==> src/sv/calendar_time_adder_unit_defines.svh <==
// ---------------------------------------------------------------------------
// calendar time adder assertion macros
// shared concurrent assertion helpers for the calendar time adder
// ---------------------------------------------------------------------------
`ifndef CALENDAR_TIME_ADDER_UNIT_DEFINES_SVH
`define CALENDAR_TIME_ADDER_UNIT_DEFINES_SVH

`ifndef SYNTHESIS

// same-cycle implication under reset
`define CTA_ASSERT_IMP(label, clk, rst_n, ante, cons) \
  label: assert property (@(posedge clk) disable iff (!rst_n) (ante) |-> (cons)) \
    else $error("assertion failed");

// next-cycle implication under reset
`define CTA_ASSERT_NXT(label, clk, rst_n, ante, cons) \
  label: assert property (@(posedge clk) disable iff (!rst_n) (ante) |=> (cons)) \
    else $error("assertion failed");

`else

`define CTA_ASSERT_IMP(label, clk, rst_n, ante, cons)
`define CTA_ASSERT_NXT(label, clk, rst_n, ante, cons)

`endif

`endif

==> src/sv/cta_pkg.sv <==
// ---------------------------------------------------------------------------
// calendar time adder package
// sequencer states, calendar constants and month length helpers
// ---------------------------------------------------------------------------
`default_nettype none

package cta_pkg;

  // shared reciprocal divider: a quotient step from the multiplier, then a step to fold back the remainder
  localparam int unsigned DIV_STEPS = 2;
  localparam int unsigned CNT_W     = 1;
  localparam int unsigned DAYS_W    = 16;

  localparam logic [5:0] SECS_PER_MIN  = 6'd60;
  localparam logic [5:0] MINS_PER_HOUR = 6'd60;
  localparam logic [5:0] HOURS_PER_DAY = 6'd24;

  // reciprocals of 15 and 3, scaled by 2^35 and 2^33, exact for 32-bit dividends
  localparam logic [31:0] RECIP_15 = 32'h8888_8889;
  localparam logic [31:0] RECIP_3  = 32'hAAAA_AAAB;

  localparam logic [3:0] MONTH_JAN = 4'd1;
  localparam logic [3:0] MONTH_FEB = 4'd2;
  localparam logic [3:0] MONTH_DEC = 4'd12;

  typedef enum logic [2:0] {
    ST_IDLE,
    ST_DIV_SEC,
    ST_DIV_MIN,
    ST_DIV_HR,
    ST_WALK,
    ST_DONE
  } cta_state_t;

  // gregorian leap test for 2000 + yr, yr in 0..255
  function automatic logic is_leap(input logic [7:0] yr);
    logic by4;
    logic century;
    by4     = (yr[1:0] == 2'b00);
    // 2100 and 2200 are centuries that are not multiples of 400
    century = (yr == 8'd100) || (yr == 8'd200);
    return by4 && !century;
  endfunction

  // month length, with codes outside 1..12 counted as 31 days
  function automatic logic [4:0] month_days(input logic [3:0] mon, input logic [7:0] yr);
    logic [4:0] len;
    unique case (mon)
      4'd1, 4'd3, 4'd5, 4'd7, 4'd8, 4'd10, 4'd12: len = 5'd31;
      4'd4, 4'd6, 4'd9, 4'd11:                    len = 5'd30;
      MONTH_FEB:                                  len = is_leap(yr) ? 5'd29 : 5'd28;
      default:                                    len = 5'd31;
    endcase
    return len;
  endfunction

endpackage

`default_nettype wire

==> src/sv/calendar_time_adder_unit.sv <==
// ---------------------------------------------------------------------------
// calendar time adder unit
// adds a seconds offset to a date and time, carrying through to the year
// ---------------------------------------------------------------------------
// sequence: shared reciprocal division (a multiply and a fold each for seconds,
//   minutes and hours), then a walk step per month boundary crossed, a step for
//   the days left in the last month if any, and a step to finish before out_valid
// throughput: one word at a time, in_ready only while idle
// reset: synchronous active-low rst_n returns the sequencer to idle
`default_nettype none

`include "calendar_time_adder_unit_defines.svh"

module calendar_time_adder_unit (
  input  wire logic        clk,
  input  wire logic        rst_n,
  input  wire logic        in_valid,
  output logic             in_ready,
  input  wire logic [5:0]  in_cur_seconds,
  input  wire logic [5:0]  in_cur_minutes,
  input  wire logic [4:0]  in_cur_hours,
  input  wire logic [4:0]  in_cur_day,
  input  wire logic [3:0]  in_cur_month,
  input  wire logic [7:0]  in_cur_year,
  input  wire logic [31:0] in_offset_seconds,
  output logic             out_valid,
  input  wire logic        out_ready,
  output logic [5:0]       out_new_seconds,
  output logic [5:0]       out_new_minutes,
  output logic [4:0]       out_new_hours,
  output logic [4:0]       out_new_day,
  output logic [3:0]       out_new_month,
  output logic [7:0]       out_new_year
);

  import cta_pkg::*;

  cta_state_t state_r, state_nxt;

  logic [32:0]       quo_r,   quo_nxt;
  logic [31:0]       q_r,     q_nxt;
  logic [CNT_W-1:0]  cnt_r,   cnt_nxt;
  logic [5:0]        min_r,   min_nxt;
  logic [4:0]        hr_r,    hr_nxt;
  logic [5:0]        osec_r,  osec_nxt;
  logic [5:0]        omin_r,  omin_nxt;
  logic [4:0]        ohr_r,   ohr_nxt;
  logic [4:0]        day_r,   day_nxt;
  logic [3:0]        mon_r,   mon_nxt;
  logic [7:0]        yr_r,    yr_nxt;
  logic [DAYS_W-1:0] days_r,  days_nxt;

  // shared divider datapath
  logic [5:0]  divisor;
  logic [31:0] mul_a;
  logic [31:0] mul_k;
  logic [63:0] prod;
  logic [31:0] q_prod;
  logic [5:0]  qd_lo;
  logic [5:0]  rem_fold;
  logic        div_last;

  // month walk datapath
  logic [4:0]        mlen;
  logic [DAYS_W:0]   day_sum;
  logic              leaves;
  logic [DAYS_W-1:0] used;

  // state register
  always_ff @(posedge clk) begin
    if (!rst_n) begin
      state_r <= ST_IDLE;
      cnt_r   <= '0;
    end else begin
      state_r <= state_nxt;
      cnt_r   <= cnt_nxt;
    end
  end

  // datapath registers
  always_ff @(posedge clk) begin
    quo_r  <= quo_nxt;
    q_r    <= q_nxt;
    min_r  <= min_nxt;
    hr_r   <= hr_nxt;
    osec_r <= osec_nxt;
    omin_r <= omin_nxt;
    ohr_r  <= ohr_nxt;
    day_r  <= day_nxt;
    mon_r  <= mon_nxt;
    yr_r   <= yr_nxt;
    days_r <= days_nxt;
  end

  // reciprocal division: x/60 as (x>>2)/15, x/24 as (x>>3)/3
  always_comb begin
    if (state_r == ST_DIV_HR) begin
      divisor = HOURS_PER_DAY;
      mul_a   = {2'b00, quo_r[32:3]};
      mul_k   = RECIP_3;
    end else begin
      divisor = (state_r == ST_DIV_MIN) ? MINS_PER_HOUR : SECS_PER_MIN;
      mul_a   = {1'b0, quo_r[32:2]};
      mul_k   = RECIP_15;
    end
    prod     = 64'(mul_a) * 64'(mul_k);
    q_prod   = (state_r == ST_DIV_HR) ? {1'b0, prod[63:33]} : {3'b000, prod[63:35]};
    // the remainder is below 64, so six bits of x - q*d give it exactly
    qd_lo    = 6'(q_r[5:0] * divisor);
    rem_fold = quo_r[5:0] - qd_lo;
    div_last = (cnt_r == CNT_W'(DIV_STEPS - 1));
  end

  // one month of the walk
  always_comb begin
    mlen    = month_days(mon_r, yr_r);
    day_sum = {{(DAYS_W - 4){1'b0}}, day_r} + {1'b0, days_r};
    leaves  = (day_sum > {{(DAYS_W - 4){1'b0}}, mlen});
    used    = (day_r < mlen) ? DAYS_W'(mlen - day_r + 5'd1) : DAYS_W'(1);
  end

  // sequencer
  always_comb begin
    state_nxt = state_r;
    cnt_nxt   = cnt_r;
    quo_nxt   = quo_r;
    q_nxt     = q_r;
    min_nxt   = min_r;
    hr_nxt    = hr_r;
    osec_nxt  = osec_r;
    omin_nxt  = omin_r;
    ohr_nxt   = ohr_r;
    day_nxt   = day_r;
    mon_nxt   = mon_r;
    yr_nxt    = yr_r;
    days_nxt  = days_r;
    in_ready  = 1'b0;
    out_valid = 1'b0;

    unique case (state_r)
      ST_IDLE: begin
        in_ready = 1'b1;
        if (in_valid) begin
          quo_nxt   = {1'b0, in_offset_seconds} + {27'd0, in_cur_seconds};
          cnt_nxt   = '0;
          min_nxt   = in_cur_minutes;
          hr_nxt    = in_cur_hours;
          day_nxt   = in_cur_day;
          mon_nxt   = in_cur_month;
          yr_nxt    = in_cur_year;
          state_nxt = ST_DIV_SEC;
        end
      end

      ST_DIV_SEC, ST_DIV_MIN, ST_DIV_HR: begin
        if (!div_last) begin
          // quotient from the shared multiplier
          q_nxt   = q_prod;
          cnt_nxt = cnt_r + CNT_W'(1);
        end else begin
          // fold back the remainder and carry the quotient on
          cnt_nxt = '0;
          priority case (state_r)
            ST_DIV_SEC: begin
              osec_nxt  = rem_fold;
              quo_nxt   = {1'b0, q_r} + {27'd0, min_r};
              state_nxt = ST_DIV_MIN;
            end
            ST_DIV_MIN: begin
              omin_nxt  = rem_fold;
              quo_nxt   = {1'b0, q_r} + {28'd0, hr_r};
              state_nxt = ST_DIV_HR;
            end
            default: begin
              ohr_nxt   = rem_fold[4:0];
              days_nxt  = q_r[DAYS_W-1:0];
              state_nxt = ST_WALK;
            end
          endcase
        end
      end

      ST_WALK: begin
        if (days_r == '0) begin
          state_nxt = ST_DONE;
        end else if (leaves) begin
          days_nxt = days_r - used;
          day_nxt  = 5'd1;
          // december and bogus codes above it roll into january of next year
          if (mon_r >= MONTH_DEC) begin
            mon_nxt = MONTH_JAN;
            yr_nxt  = yr_r + 8'd1;
          end else begin
            mon_nxt = mon_r + 4'd1;
          end
        end else begin
          day_nxt  = day_sum[4:0];
          days_nxt = '0;
        end
      end

      ST_DONE: begin
        out_valid = 1'b1;
        if (out_ready) begin
          state_nxt = ST_IDLE;
        end
      end

      default: begin
        state_nxt = ST_IDLE;
      end
    endcase
  end

  // result word
  assign out_new_seconds = osec_r;
  assign out_new_minutes = omin_r;
  assign out_new_hours   = ohr_r;
  assign out_new_day     = day_r;
  assign out_new_month   = mon_r;
  assign out_new_year    = yr_r;

  // checks
  `CTA_ASSERT_IMP(a_no_overlap, clk, rst_n, in_ready, !out_valid)
  `CTA_ASSERT_NXT(a_busy_after_accept, clk, rst_n, in_valid && in_ready, !in_ready)
  `CTA_ASSERT_IMP(a_time_range, clk, rst_n, out_valid, (out_new_seconds < 6'd60) && (out_new_minutes < 6'd60) && (out_new_hours < 5'd24))
  `CTA_ASSERT_NXT(a_walk_progress, clk, rst_n, (state_r == ST_WALK) && (days_r != '0), days_r < $past(days_r))

endmodule

`default_nettype wire

==> config.mk <==
export PLATFORM = sky130hd
export DESIGN_NAME = calendar_time_adder_unit
export DESIGN_NICKNAME = d
export VERILOG_FILES = /design/src/sv/cta_pkg.sv /design/src/sv/calendar_time_adder_unit.sv
export VERILOG_INCLUDE_DIRS = /design/src /design/src/sv
export SDC_FILE = /design/constraint.sdc
export NUM_CORES = 1
export LEC_CHECK = 0
export ABC_AREA = 1
export BUFFER_PORTS_ARGS = -buffer_cell sky130_fd_sc_hd__buf_2
export CORE_ASPECT_RATIO = 0.9
export CORE_MARGIN = 3
export CORE_UTILIZATION = 31
export CTS_BUF_LIST = sky130_fd_sc_hd__clkbuf_4 sky130_fd_sc_hd__clkbuf_8
export DETAILED_ROUTE_END_ITERATION = 16
export GPL_TIMING_DRIVEN = 0
export SLEW_MARGIN = 40
export SYNTH_ARGS = -nofsm -noshare
export SYNTH_HDL_FRONTEND = slang
export SYNTH_SLANG_ARGS = --single-unit
==> constraint.sdc <==
create_clock -name clk -period 6.69 [get_ports clk]
set_clock_uncertainty 0.15 [all_clocks]
set_input_delay 0.3345 -clock clk [delete_from_list [all_inputs] [get_ports clk]]
set_output_delay 0.3345 -clock clk [all_outputs]
set_load 0.005 [all_outputs]
-- Word-level counts from Yosys, hierarchy flattened
Cells that the tools add are included.
- register bits after elaboration: 130
- input bits: 70
- $mul: 2
- add/subtract/negate cells: 11
- reductions and logical operators: 24
- bitwise logic cells: 2
- magnitude comparators: 3
- multiplexer cells: 41
- eq/ne operators: 21
- operators with widths (cell ; number):
    33-bit case mux with 2 select lines ; 2
    16-bit 2-to-1 mux ; 5
    32-bit by 6-bit adder with 33-bit output ; 2
    33-bit 2-to-1 mux ; 2
    31-bit by 32-bit multiplier with 63-bit output ; 1
    32-bit by 5-bit adder with 33-bit output ; 1
    8-bit 2-to-1 mux ; 4
    16-bit case mux with 2 select lines ; 1
    31-bit 2-to-1 mux ; 1
    30-bit 2-to-1 mux ; 1
    29-bit 2-to-1 mux ; 1
    5-bit by 16-bit adder with 17-bit output ; 1
    17-bit by 5-bit greater-than comparator with 1-bit output ; 1
    16-bit zero test ; 1
    4-bit 2-to-1 mux ; 4
    2-bit != test (second input constant) ; 8
    8-bit case mux with 2 select lines ; 1
    4-bit AND reduction ; 4
    16-bit subtractor ; 1
    5-bit 2-to-1 mux ; 3
    3-bit 2-to-1 mux ; 4
    3-bit case mux with 4 select lines ; 1
    3-bit AND reduction ; 4
    5-bit case mux with 2 select lines ; 1
    36 further kinds ; 49

-- Longest topological paths before layout
Gate-level depths: netlist of the first run.
- depth in word-level cells: 13
- mapped depth: 38
- gate-level depth less buffers: 36

-- Least setup slack after synthesis of the first run
OpenSTA, ideal clock, no wires.
- path kind: register to register
- start: reg state_r[2]
- end: reg q_r[26] (data pin)
- library setup time: 0.254 ns
- data required time: 6.286 ns
- clock period less this slack: 7.278 ns
- path buffers: 2
- arrival time: 6.875 ns
- slack: -0.588 ns
- cell stages (with the launch flop): 27
- path through: dfxtp_1 -> inv_2 -> nand3_4 -> clkbuf_1 -> clkbuf_1 -> nand2_1 -> o21ai_0 -> nor2_1 -> ha_1 -> inv_1 -> fa_1 -> fa_1 -> inv_1 -> fa_1 -> fa_1 -> fa_1 -> fa_1 -> fa_1 -> ha_1 -> a21oi_1 -> o21ai_0 -> a21oi_1 -> o21ai_0 -> a21oi_1 -> nand3_1 -> nand3_1 -> nand2_1
- longest elaborated chain between the ends: 4
- RTL lines (element ; RTL line ; RTL):
    start: declaration ; calendar_time_adder_unit.sv:38 ; cta_state_t state_r, state_nxt;
    start signal: assignment ; calendar_time_adder_unit.sv:75 ; state_r <= state_nxt;
    3-bit by 2-bit equality test with 1-bit output * ; calendar_time_adder_unit.sv:97, calendar_time_adder_unit.sv:107 ;
    31-bit 2-to-1 mux or 30-bit 2-to-1 mux (tied branches) ; calendar_time_adder_unit.sv:97 ; if (state_r == ST_DIV_HR) begin
    31-bit by 32-bit multiplier with 63-bit output ; calendar_time_adder_unit.sv:106 ; prod = 64'(mul_a) * 64'(mul_k);
    29-bit 2-to-1 mux * ; calendar_time_adder_unit.sv:107 ; q_prod = (state_r == ST_DIV_HR) ? {1'b0, prod[63:33]} : {3'b000, prod[63:35]};
    net q_prod[26] ; calendar_time_adder_unit.sv:58 ; logic [31:0] q_prod;
    end signal: assignment ; calendar_time_adder_unit.sv:83 ; q_r <= q_nxt;
    end: declaration ; calendar_time_adder_unit.sv:41 ; logic [31:0] q_r, q_nxt;
Mark *: on every way through the listed nets, which the timed path passes. The rest lies on a longest branch.
A chain may end at the register's enable or synchronous reset.

-- Final worst setup path of the first run
- start: reg state_r[2]
- end: reg q_r[12] (data pin)
Same word-level chain as after synthesis.

==> results of run 1 <==
==> flip-flops by register name (all words and copies together) (netlist names) <==
register         cells
out_new_year         8
quo_r               33
hr_r                 5
state_r              3
cnt_r                1
out_new_hours        5
out_new_day          5
out_new_seconds      6
out_new_month        4
out_new_minutes      6
q_r                 30
min_r                6
days_r              16
==> repair_timing <==
item,4_1_cts,5_1_grt
endpoints found under the setup margin,30,30
endpoints found under the hold margin,23,0
hold buffers,21,0
buffers inserted,56,28
gates resized for setup,394,221
gates cloned,1,0
pin swaps,127,110
==> worst min-delay path by stage <==
| stage | startpoint | to | cells after the start |
|---|---|---|---|
| after global placement | cnt_r | cnt_r | 2 |
| after CTS | in_cur_day[4] | out_new_day[4] | 3 |
| after detailed placement | in_cur_hours[4] | hr_r[4] | 1 |
| after global routing | in_cur_day[3] | out_new_day[3] | 3 |
| final | in_cur_year[6] | out_new_year[6] | 3 |
| after floorplan | in_cur_hours[0] | hr_r[0] | 0 |
==> per-stage QoR <==
stage	hold WS [ns]	worst slack (ns)	cell area [µm²]
2_1_floorplan	0.283	-0.00498	24100
3_3_place_gp	0.340	-1.70	25900
3_5_place_dp	0.368	-1.69	26000
4_1_cts	0.00477	-0.532	28500
5_1_grt	0.0176	-0.830	29600
6_report	0.0365	-0.611	29600
==> worst max-delay path, delay by kind of cell (launching register included) <==
kind | cells | cell delay (ns)
fa+ha+maj | 9 | 4.31
simple gates | 11 | 1.26
buf+inv | 8 | 0.81
compound gates | 1 | 0.16
flops | 1 | 0.36
==> final cells by class <==
cell class,count,share of cell area
clock buffers,18,0.00817
flip-flops and latches,128,0.129
clock inverters,14,0.00601
multi-input cells,2224,0.665
diodes,1,0.0000847
inverters,685,0.0879
plain buffers,32,0.00999
well taps,1018,0.0431
repair buffers,213,0.0505
==> metal layers <==
metal	global-route usage	vias to the layer above
li1	-	10200
met1	0.292	10200
met2	0.302	693
met3	0.0330	96
met4	0.0533	0
met5	0	-
==> kinds of logic after synthesis <==
family,Yosys count
AOI/OAI and AO/OA,347
xor gates and xnor gates,96
adders and majority gates,611
buffers and inverters,717
DFF,128
muxes,6
other,2
and+or+nand+nor,1161
==> cell usage in the layout (no fill, tap or decap), types with 90 or more instances in the layout <==
cell / count
a21oi_1: 90
buf_2: 107
edfxtp_1: 124
fa_1: 212
ha_1: 309
inv_1: 629
nand2_1: 480
nand2_2: 90
nand3_1: 129
nor2_1: 174
o21ai_0: 96
==> impl_metrics.ini, run 1 <==
[status]
status = complete, but fails checks
violations = setup timing

[clocking]
worstSkewPairLatency_ns = 0.48
clkTransAtPathRegs_ns = 0.08
clock_sinks = 128
cts_buffers = 17
cts_max_path_buffers = 2
cts_tree = yes
root_buffer = clkbuf_8
htree_levels = 4

[setup_path]
cp.required_ns = 6.76
path_class = flip-flop to flip-flop
critPathLaunch = state_r[2]
end_kind = flip-flop
crit-reg2reg-launch = state_r[2]
r2r_cells = 29
crit_end = q_r[12]
cp_max_fo = 5
rrSetupSlack_ns = -0.61
worstPathArrival_ns = 7.38
cpPeakStageDelay_ns = 0.65
critPathLaunchType = flip-flop
crit_slowest_cell = fa_2
rr_endpoint = q_r[12]

[cells_and_area]
drive_gt1_frac = 0.233
fillers = 7718
layout.nets = 3982
multi_input_area_um2 = 19700
seq_area_um2 = 3810
area_growth_pct = 23.8
finalNonFillerCells = 4333
final_core_util = 0.392

[logic_synthesis]
synth-warning-count = 0
synth_flop_cell = edfxtp_1
synth_edf_count = 124
synth_most_common_cell = inv_1
synthSimpleGateAreaFrac = 0.211
synth_xor_area_frac = 0.0352
netlist-cell-type-count = 56
synth_area_leaders = fa_1, ha_1, edfxtp_1
synthAdderAreaFrac = 0.398
synth-compound-area-share = 0.0793
synth-seq-cells = 128
synth_top_family_by_area = adder cells
muxShareOfSynthArea = 0.00283
yosysTopAreaCellShare = 0.209
postSynthAreaPerCell_um2 = 7.78
netlist_area_um2 = 23900
synth.top_cells.by_count = inv_1, nand2_1, ha_1
seq_area_frac_synth = 0.159
syn_inst = 3068
yosysTopAreaCell = fa_1
async_flop_share = 0

[place]
dpl.hpwl_um = 69800
gp_congestion = 0.977
portBuffers = 105
dpl.cell_count = 4195

[sta]
rsz0062_at_grt = true
relSlewSlack = 0.458
setup_viol = 30
maxSlewViolCount = 0
max_freq_ghz = 0.137
setup_tns_ns = -15.88
hold_viol = 0
post-route-period-util = 1.09
worstMarginPinSlew_ns = 0.813
setup_ws_ns = -0.611
period_needed_ns = 7.30

[floorplanning]
core_um2 = 75500
io-pin-count = 106
fp.dieH_um = 269
die_x_um = 299
start_util = 0.316
num_rows = 95
dieArea_um2 = 80400

[global_route]
grt-ovfl-total = 0
grt_pass1_wl_um = 123000
grt_max_degree = 19
grt_pass1_vias = 21000
grt_use_total = 0.199
antenna_found_initial = 2

[routing]
wl_met1_um = 38500
via_count = 21200
vias_per_cell = 4.89
drtAntennaViolNets = 0
post-route-drc-count = 0
wl_per_cell_um = 18.9
wl_met2_um = 35500
first_iter_violations = 1576
highest_layer = met4
drt_wl_total_um = 81800
firstDrtPassIters = 5
wl_met3_um = 5580

[flow_run]
cap_violations = 0

[hold_path]
hold_path_class = input pin to flip-flop
Power of run 1 is not shown: default switching activity piles up to over one toggle a cycle in this logic, so the estimate is an artifact.
==> inputs of run 2 (changes only) <==
--- a/config.mk
+++ b/config.mk
@@ -15,4 +15,5 @@
 export DETAILED_ROUTE_END_ITERATION = 16
 export GPL_TIMING_DRIVEN = 0
+export REMOVE_ABC_BUFFERS = 1
 export SLEW_MARGIN = 40
 export SYNTH_ARGS = -nofsm -noshare
==> constraint.sdc (replaced) <==
create_clock -name clk -period 6.69 [get_ports clk]
set_clock_uncertainty 0.15 [all_clocks]
set_input_delay 1.338 -clock clk [delete_from_list [all_inputs] [get_ports clk]]
set_output_delay 1.338 -clock clk [all_outputs]
set_load 0.005 [all_outputs]
==> run 2 against run 1 <==
  * The flow still finishes with violations (setup timing)
  * Final cell count hardly changed
  * Largest cell class unchanged
  * Highest routed layer is now met5
  * Sequential share of layout area is 0.13 points lower
  * Wire length is 1.2% lower
  * Die area stayed put
  * First-iteration DRC count is 18% higher
  * Sequential cell count stayed put
==> impl_metrics.ini, run 2 (same netlist as run 1, synthesis figures left out) <==
[sta]
hold_viol = 0
period_needed_ns = 7.28
relSlewSlack = 0.480
max_freq_ghz = 0.137
setup_ws_ns = -0.588
rsz0062_at_grt = true
setup_tns_ns = -15.25
worstMarginPinSlew_ns = 0.777
maxSlewViolCount = 0
setup_viol = 30
post-route-period-util = 1.09

[routing]
firstDrtPassIters = 5
drtAntennaViolNets = 0
wl_per_cell_um = 18.7
wl_met1_um = 36700
via_count = 21300
highest_layer = met5
wl_met2_um = 34400
wl_met3_um = 7120
first_iter_violations = 1853
vias_per_cell = 4.92
drt_wl_total_um = 80900
post-route-drc-count = 0

[hold_path]
hold_path_class = flip-flop to flip-flop

[place]
portBuffers = 105
gp_congestion = 0.974
dpl.hpwl_um = 65400
placed_cell_area_um2 = 25800
pre_cts_ws_ns = -2.04
dpl.cell_count = 4169

[clocking]
hold_buffers = 0
root_buffer = clkbuf_8
clock_sinks = 128
worstSkewPairLatency_ns = 0.46
cts_max_path_buffers = 2
cts_tree = yes
cts_buffers = 17
htree_levels = 4
clkTransAtPathRegs_ns = 0.08

[global_route]
grt_pass1_wl_um = 124000
grt_max_degree = 42
grt_use_total = 0.199
antenna_found_initial = 6
grt_pass1_vias = 21300
grt-ovfl-total = 0

[setup_path]
end_kind = flip-flop
crit_chain = inv_8 -> nand3_4 -> buf_12 -> buf_16 -> o21ai_4 -> inv_2 -> ha_4 -> fa_2 -> fa_2 -> buf_12 -> fa_1 -> fa_1 -> fa_2 -> fa_2 -> fa_1 -> ha_4 -> a21oi_2 -> o21ai_2 -> a21oi_4 -> o21ai_0 -> a21oi_1 -> nand3_1 -> nand3_1 -> nand2_1
path_class = flip-flop to flip-flop
cpMostUsedCell = fa_2
critPathLaunchType = flip-flop
cp_max_fo = 7
cp.required_ns = 6.76
worstPathArrival_ns = 7.35
crit_slowest_cell = fa_2
cp_num_buf_inv = 5
cpPeakStageDelay_ns = 0.64
path_delay_family = adder cells

[status]
status = complete, but fails checks
violations = setup timing

[cells_and_area]
fillers = 7563
layout.nets = 3977
area_growth_pct = 25.1
final_area_um2 = 29900
largest_reg_flops = 33
finalNonFillerCells = 4330
reg_top3 = quo_r x33, q_r x30, days_r x16
mostFrequentLayoutCell = inv_1
drive_gt1_frac = 0.248
final_cell_mix = inv_1, nand2_1, ha_1
regMostFlops = quo_r

[floorplanning]
dieArea_um2 = 80400
die_x_um = 299
core_um2 = 75500
fp.dieH_um = 269
io-pin-count = 106
start_util = 0.316
num_rows = 95

[flow_run]
cap_violations = 0
==> run 2: cell count changes in the layout (fill, tap and decap cells not counted), sizes merged <==
cell / change
buf: +30
dlygate4sd3: -21
clkbuf: -20
bufbuf: +4
diode: +3
bufinv: +2
clkinvlp: -2
clkinv: +1
inv: -1
nand3: +1
==> run 2: tightest hold or removal path: cells and delay by family (launching register included) <==
kind / cells / cell delay, ns
AO/OA/AOI/OAI: 1 / 0.06
flip-flops: 1 / 0.36
AND/OR/NAND/NOR: 1 / 0.08
==> run 2: timing repair <==
| item | CTS | global route |
|---|---|---|
| buffers inserted | 77 | 45 |
| hold endpoints to repair | 0 | 0 |
| pin swaps | 157 | 150 |
| gates resized for setup | 508 | 178 |
| cloned | 8 | 0 |
| setup endpoints to repair | 30 | 30 |
==> run 2: path summary, 6_finish.rpt <==
path | from | endpoint | slack [ns] | cells past startpoint
worst max register to register | state_r[2] | q_r[18] | -0.59 | 24
worst min register to register | cnt_r | cnt_r | 0.40 | 2
worst min-delay path | cnt_r | cnt_r | 0.40 | 2
worst max-delay path | state_r[2] | q_r[18] | -0.59 | 24
==> run 2: cell type report <==
type | instances | area, µm² | share of cell area
multi-input cells | 2225 | 19800 | 0.663
flip-flops and latches | 128 | 3810 | 0.128
inverters | 685 | 2610 | 0.0875
repair buffers | 239 | 1900 | 0.0635
well taps | 1018 | 1270 | 0.0426
clock buffers | 17 | 234 | 0.00783
clock inverters | 14 | 214 | 0.00716
diodes | 4 | 10.0 | 0.000335
==> run 2: per-layer routing <==
| metal | track usage | vias to the layer above |
|---|---|---|
| met4 | 0.0580 | 4 |
| met5 | 0 | - |
| li1 | - | 10200 |
| met2 | 0.298 | 803 |
| met1 | 0.288 | 10100 |
| met3 | 0.0406 | 136 |
==> run 2: metrics by stage <==
step,util,hold slack (ns)
2_1_floorplan,-,0.313
3_3_place_gp,0.338,0.349
3_5_place_dp,0.341,0.388
4_1_cts,0.384,0.401
5_1_grt,0.396,0.430
6_report,0.396,0.401
Power of run 2 is left out for the same reason.
==> inputs of run 3 (changes only) <==
- CELL_PAD_IN_SITES_DETAIL_PLACEMENT: not set -> 0
- CELL_PAD_IN_SITES_GLOBAL_PLACEMENT: not set -> 1
- PLACE_DENSITY_LB_ADDON: not set -> 0.1
- TNS_END_PERCENT: not set -> 50
==> run 3 against run 2 <==
  * The run still ends with setup timing left
  * Count of clock-buffer cells in the layout unchanged
  * Sequential share of layout area up 0.41 points
  * Final area down 3.1%
  * Critical path depth up 4
  * Worst setup slack better by 0.011 ns
  * Largest cell class unchanged
==> impl_metrics.ini, run 3 (same netlist as run 1, synthesis figures left out) <==
[sta]
rsz0062_at_grt = true
hold_viol = 0
post-route-period-util = 1.09
max_freq_ghz = 0.138
relSlewSlack = 0.501
maxSlewViolCount = 0
setup_viol = 30
setup_ws_ns = -0.576
period_needed_ns = 7.27
worstMarginPinSlew_ns = 0.749

[clocking]
cts_max_path_buffers = 2
cts_buffers = 17
clkTransAtPathRegs_ns = 0.10
clock_sinks = 128
worstSkewPairLatency_ns = 0.50
root_buffer = clkbuf_8
cts_tree = yes
htree_levels = 4

[setup_path]
cpPeakStageDelay_ns = 0.64
path_delay_family = adder cells
cpMostUsedCell = nand2_1
cp_max_fo = 9
path_class = flip-flop to flip-flop
crit_slowest_cell = fa_2
cp_num_buf_inv = 6
critPathLaunchType = flip-flop
cp.required_ns = 6.76
end_kind = flip-flop
worstPathArrival_ns = 7.34

[global_route]
antenna_found_initial = 1
grt-ovfl-total = 0
grt_pass1_wl_um = 133000
grt_use_total = 0.217
grt_pass1_vias = 21600
grt_max_degree = 42

[floorplanning]
core_um2 = 75500
dieArea_um2 = 80400
die_x_um = 299
io-pin-count = 106
num_rows = 95
start_util = 0.316
fp.dieH_um = 269

[routing]
drt_wl_total_um = 87100
wl_per_cell_um = 20.3
via_count = 20600
first_iter_violations = 1414
post-route-drc-count = 0
drtAntennaViolNets = 0
firstDrtPassIters = 7
vias_per_cell = 4.80

[cells_and_area]
finalNonFillerCells = 4289
seq_area_um2 = 3810
regMostFlops = quo_r
layout.nets = 3938
area_growth_pct = 21.2
reg_top3 = quo_r x33, q_r x30, days_r x16
fillers = 7898
final_area_um2 = 28900
final_cell_mix = inv_1, nand2_1, ha_1
drive_gt1_frac = 0.200
multi_input_area_um2 = 19300
largest_reg_flops = 33
mostFrequentLayoutCell = inv_1
final_core_util = 0.383

[status]
status = complete, but fails checks
violations = setup timing

[place]
dpl.cell_count = 4170
dpl.hpwl_um = 74900
portBuffers = 105
placed_cell_area_um2 = 25800
gp_congestion = 0.896

[hold_path]
hold_path_class = flip-flop to flip-flop

[flow_run]
cap_violations = 0
run 3: changes by cell type in the layout (fill, tap and decap cells not counted), moves of 20 or more:
cell     previous run  this run
nand3_2            43        23
nand3_1           124       144
nand2_2            81        53
inv_1             611       633
nand2_1           487       524
buf_4             106        72
run 3: through the flow:
stage / hold slack (ns) / worst slack, ns / setup TNS [ns]
detailed placement: 0.392 / -1.94 / -51.95
CTS: 0.415 / -0.525 / -13.91
global route: 0.436 / -0.806 / -22.00
finish: 0.410 / -0.576 / -15.00
floorplan: 0.313 / -0.770 / -21.06
global placement: 0.346 / -2.79 / -177.97
run 3: final timing paths:
kind	slack, ns	from	endpoint	cells past startpoint
max	-0.58	state_r[1]	q_r[10]	28
min	0.41	cnt_r	cnt_r	2
max reg2reg	-0.58	state_r[1]	q_r[10]	28
min reg2reg	0.41	cnt_r	cnt_r	2
run 3: timing repair:
| action | 4_1_cts | 5_1_grt |
|---|---|---|
| setup endpoints to repair | 30 | 30 |
| cloned | 4 | 1 |
| setup buffers | 66 | 17 |
| resized for setup | 398 | 109 |
| hold buffers | 0 | 0 |
| pin swaps | 106 | 44 |
run 3: layout make-up:
class | count | area share
Multi-Input combinational cell | 2224 | 0.665
Sequential cell | 128 | 0.132
Inverter | 685 | 0.0898
Timing Repair Buffer | 201 | 0.0550
Tap cell | 1018 | 0.0440
Clock buffer | 17 | 0.00809
Clock inverter | 15 | 0.00575
Antenna cell | 1 | 0.0000865
run 3: layer usage:
metal | up-vias | share of wire | wire [µm] | GRT usage
li1 | 10100 | - | - | -
met1 | 10000 | 0.51 | 44300 | 0.333
met2 | 421 | 0.43 | 37700 | 0.333
met3 | 44 | 0.043 | 3760 | 0.0208
met4 | 0 | 0.016 | 1360 | 0.0378
met5 | - | 0 | 0 | 0
run 3: worst reg2reg max path: cells and delay by family (launching register included):
| kind | cells | cell delay (ns) |
|---|---|---|
| AO/OA/AOI/OAI | 1 | 0.09 |
| flip-flops | 1 | 0.37 |
| adder cells (fa/ha/maj) | 9 | 4.29 |
| AND/OR/NAND/NOR | 12 | 1.31 |
| buffers and inverters | 6 | 0.79 |
Power of run 3 is left out for the same reason.
